--- src/hw/rtl/tab_pkg.sv ---
// Shared types, constants and action codes for the triangle adjacency block.
// No dependencies; imported by tab_store, tab_match and triangle_adjacency_builder.
`default_nettype none

package tab_pkg;

    // Field widths fixed by the item format
    localparam int COORD_W = 32;
    localparam int QIDX_W  = 10;
    localparam int LINK_W  = 11;
    localparam int SHARE_W = 3;

    // Default table depth in triangles
    localparam int MAX_TRIANGLES_DEF = 1024;

    // Action codes
    localparam logic [1:0] ACT_CLEAR  = 2'd0;
    localparam logic [1:0] ACT_APPEND = 2'd1;
    localparam logic [1:0] ACT_QUERY  = 2'd2;

    // Answer for an edge with no neighbor
    localparam logic [LINK_W-1:0] NO_LINK = {LINK_W{1'b1}};

    // Shared vertex hits needed for a neighbor
    localparam logic [SHARE_W-1:0] MIN_SHARED = 3'd2;

    typedef struct packed {
        logic [COORD_W-1:0] x;
        logic [COORD_W-1:0] y;
        logic [COORD_W-1:0] z;
    } vertex_t;

    // Index 0 is v0, 1 is v1, 2 is v2
    typedef vertex_t [2:0] tri_t;

    // Per-edge neighbor hits: A = v0-v1, B = v1-v2, C = v2-v0
    typedef struct packed {
        logic a;
        logic b;
        logic c;
    } edge_hit_t;

endpackage

`default_nettype wire

--- src/hw/rtl/tab_match.sv ---
// Shared compare unit: matches a scanned triangle against the queried one.
// Gives the neighbor hit for each edge (A, B and C). Uses tab_pkg.
`default_nettype none

module tab_match
    import tab_pkg::*;
(
    input  wire tri_t self_tri,
    input  wire tri_t cand_tri,
    output edge_hit_t hit
);

    // eq[k][j]: candidate vertex k equals queried vertex j
    logic [2:0][2:0] eq;
    logic [SHARE_W-1:0] cnt_a;
    logic [SHARE_W-1:0] cnt_b;
    logic [SHARE_W-1:0] cnt_c;

    always_comb
    begin
        for (int k = 0; k < 3; k++)
        begin
            for (int j = 0; j < 3; j++)
            begin
                eq[k][j] = (cand_tri[k] == self_tri[j]);
            end
        end
    end

    // Count endpoint hits per edge; a degenerate edge counts one vertex twice
    always_comb
    begin
        cnt_a = '0;
        cnt_b = '0;
        cnt_c = '0;
        for (int k = 0; k < 3; k++)
        begin
            cnt_a = cnt_a + SHARE_W'(eq[k][0]) + SHARE_W'(eq[k][1]);
            cnt_b = cnt_b + SHARE_W'(eq[k][1]) + SHARE_W'(eq[k][2]);
            cnt_c = cnt_c + SHARE_W'(eq[k][2]) + SHARE_W'(eq[k][0]);
        end
    end

    assign hit.a = (cnt_a >= MIN_SHARED);
    assign hit.b = (cnt_b >= MIN_SHARED);
    assign hit.c = (cnt_c >= MIN_SHARED);

endmodule

`default_nettype wire

--- config.mk ---
export PLATFORM = sky130hd
export DESIGN_NAME = tab_match
export DESIGN_NICKNAME = d
export VERILOG_FILES = /design/src/hw/rtl/tab_pkg.sv /design/src/hw/rtl/tab_match.sv
export SDC_FILE = /design/constraint.sdc
export NUM_CORES = 1
export LEC_CHECK = 0
export ABC_AREA = 1
export ABC_CLOCK_PERIOD_IN_PS = 2800
export BUFFER_PORTS_ARGS = -buffer_cell sky130_fd_sc_hd__buf_2
export CORE_AREA = 2 2 228 230
export DETAILED_ROUTE_END_ITERATION = 12
export DIE_AREA = 0 0 230 232
export PLACE_DENSITY = 0.56
export REMOVE_ABC_BUFFERS = 1
export SETUP_SLACK_MARGIN = 0.1
export SLEW_MARGIN = 20
export SYNTH_ARGS = -nofsm -noshare
export SYNTH_HDL_FRONTEND = slang
export SYNTH_SLANG_ARGS = --single-unit
--- constraint.sdc ---
create_clock -name vclk -period 2.8
set_input_delay 0.28 -clock vclk [all_inputs]
set_output_delay 0.28 -clock vclk [all_outputs]
set_load 0.03 [all_outputs]
* Yosys cells after proc, flatten, opt, wreduce, memory -nomap -nowiden *
Index checks and enable logic that the tools add are counted.
Widths: inputs -> output; s select.

storage, ports and cells
  input port bits = 576
  register bits = 0
  output and inout bits = 3
  logic and storage cells = 27

cells by class
  magnitude comparators = 3
  eq/ne operators = 9
  add/subtract/negate cells = 15

operator list
  kind                number
  $eq 96x96->1        9
  $add 3x1->3         9
  $add 2x1->3         3
  $ge 3x2->1 const B  3
  $add 1x1->2         3

* Depth between registers and ports, before layout *
  depth after elaboration = 7
  gate-level depth with buffers = 16
  depth with buffers taken out = 16

* Least setup slack after synthesis *
OpenSTA, ideal clock, no wires.

  path kind = in2out
  start point = input port cand_tri[79] (netlist bit)
  end point = output port hit[1] (netlist bit)
  required time = 2520 ps
  path buffers = 0
  path slack = -387 ps
  cell stages on the path = 14
  data arrival time = 2907 ps
  cells stage by stage = inv_1 or2_2 nand3_1 nor3_1 nand2_1 nor2_1 nand2_1 nor2_1 fa_1 inv_1 fa_1 nor2_1 fa_1 or2_2

RTL lines
  what         line             RTL
  from (decl)  tab_match.sv:9   input wire tri_t cand_tri,
  to (decl)    tab_match.sv:10  output edge_hit_t hit

==> impl_metrics.toml <==
[setup_path]
worstPathMaxFanout = 2
cp.arrival_ns = 3.36
cp-end-kind = "output pin"
crit_chain = "buf_2 -> xor2_1 -> nor2_1 -> nand2_1 -> nor2_2 -> nand2_2 -> nor2_4 -> nand2_2 -> nor2_1 -> buf_4 -> fa_1 -> inv_2 -> fa_1 -> nor2_2 -> fa_1 -> or2_4 -> buf_6"
cp_slowest_stage_delay_ns = 0.42
cp.required_ns = 2.52
criticalPathCategory = "in -> out"
slowest_stage = "fa_1"
startpoint_type = "input pin"
crit_top_cell = "fa_1"

[die]
die_w_um = 230
rows = 83
dieArea_mm2 = 0.05336
start_util_pct = 22.84
die_h_um = 232
core_area_mm2 = 0.05089
io_pins = 579

[grt]
grt_use_total_pct = 21.80
grt_max_degree = 7
antenna_found_initial = 30
use_met3_pct = 3.193
grt_use_met2_pct = 43.50
busiest_layer = "met2"
grtUsageMet1_pct = 23.21
grt-ovfl-total = 0
grt_pass1_wl_mm = 89.16
first_global_vias = 15760

[sta]
worst_pin_slew_ns = 0.4382
drv_slew = 0
rsz0062_at_grt = "true"
period_share_pct = 129.9
fin_ws_ns = -0.8382
hold_viol = 0
setup_viol = 3
slew_headroom_pct = 70.69
period_minus_slack_ns = 3.638
max_freq_mhz = 274.9

[layout]
utilization_pct = 38.55
seq_area_um2 = 0
nets = 3633
multiInputGateArea_mm2 = 0.01138
drive_gt1_share_pct = 38.35
fill_cells = 5681
synthToLayoutAreaGrowth_pct = 68.82
layout_commonest_cell = "nand2_1"
most-common-layout-cells = "nand2_1 (584), buf_2 (547), xnor2_1 (445)"
nClkBuffers = 0
seq_cells = 0

[placed_design]
port_buffers = 579
dp_hpwl_mm = 56.14
gp_congestion = 0.9770

[yosys]
synthCells = 2026
ys_warn_count = 0
synth_area_mm2 = 0.01162
avgSynthCellArea_um2 = 5.736
synth_cell_type_count = 13
ys_seq_area_share_pct = 0

[detailed_routing]
dr.pass1.iters = 4
antenna_left = 0
vias = 15580
drc_errors = 0
wl_per_cell_um = 16.22
via_per_inst = 4.166
first_iter_violations = 444
wl_mm = 60.67

[outcome]
status = "finished with violations"
violations = "negative setup slack"

[clock_network]
ctsHoldBuffers = 0

[power_and_ir_drop]
total_leakage_power_uw = 0.01003
total_power_uw = 2916
irDropWorstVdd_uv = 84.37
p_per_area_mw_per_mm2 = 148.7

[hold_path]
hold_class = "in -> out"

[job]
maxCapViolations = 0
[critical path, delay by kind of cell]
family,cells,cell delay (ns)
simple gates,9,1.20
xor+xnor,1,0.17
fa+ha+maj,3,1.25
buf+inv,4,0.45
[path summary, 6_finish.rpt]
kind | start | end | slack [ns] | cells past startpoint
min | cand_tri[188] | hit[1] | 1.95 | 13
max | cand_tri[103] | hit[1] | -0.84 | 17
[logic make-up (layout without fill, tap and decap cells)]
logic type	after synthesis	in the layout	share of synthesized area, %
xor gates and xnor gates	695	695	52.38
AOI/OAI and AO/OA	9	9	0.3876
buffers and inverters	233	1253	7.526
adders and majority gates	9	9	1.550
other	0	15	0
and+or+nand+nor	1080	1080	38.16
[power by group]
group	internal, µW	switching (µW)
clock network	0.000721	0
registers	0	0
logic	1500	1410
[synth_stat cells]
cell	number	area (µm²)
a21oi_1	9	45.04
fa_1	9	180.2
inv_1	229	859.6
inv_2	4	15.01
nand2_1	614	2305
nand3_1	29	145.1
nand4_1	104	650.6
nor2_1	283	1062
nor3_1	33	165.2
or2_0	1	6.260
or2_2	16	100.1
xnor2_1	468	4099
xor2_1	227	1988
[metal layers]
| layer | share of wire [%] | vias to the layer above |
|---|---|---|
| li1 | - | 8203 |
| met1 | 38 | 6757 |
| met2 | 52 | 497 |
| met3 | 5.3 | 105 |
| met4 | 3.8 | 22 |
| met5 | 0.22 | - |
[repair_timing]
action / CTS / global route
setup endpoints to repair: 3 / 3
pin swaps: 81 / 67
gates resized for setup: 156 / 76
setup buffers: 0 / 3
[final cells by class]
type               instances  area share [%]
inverters                233           4.483
repair buffers          1020           32.98
multi-input cells       1793           58.00
well taps                680           4.337
diodes                    15          0.1913
[metrics by stage]
step / area (µm²) / hold slack [ns] / std cells / setup slack, ns / TNS, ns
final: 19620 / 1.955 / 3741 / -0.8382 / -2.477
after global routing: 19610 / 2.096 / 3737 / -0.9899 / -2.868
after CTS: 19280 / 1.987 / 3723 / -0.8725 / -2.529
after detailed placement: 18680 / 2.123 / 3723 / -1.564 / -4.434
after global placement: 18680 / 2.099 / 3723 / -1.548 / -4.425
after floorplan: 11620 / 1.484 / 2026 / -0.3872 / -1.088
No activity file was read; power rests on OpenSTA's default activity.
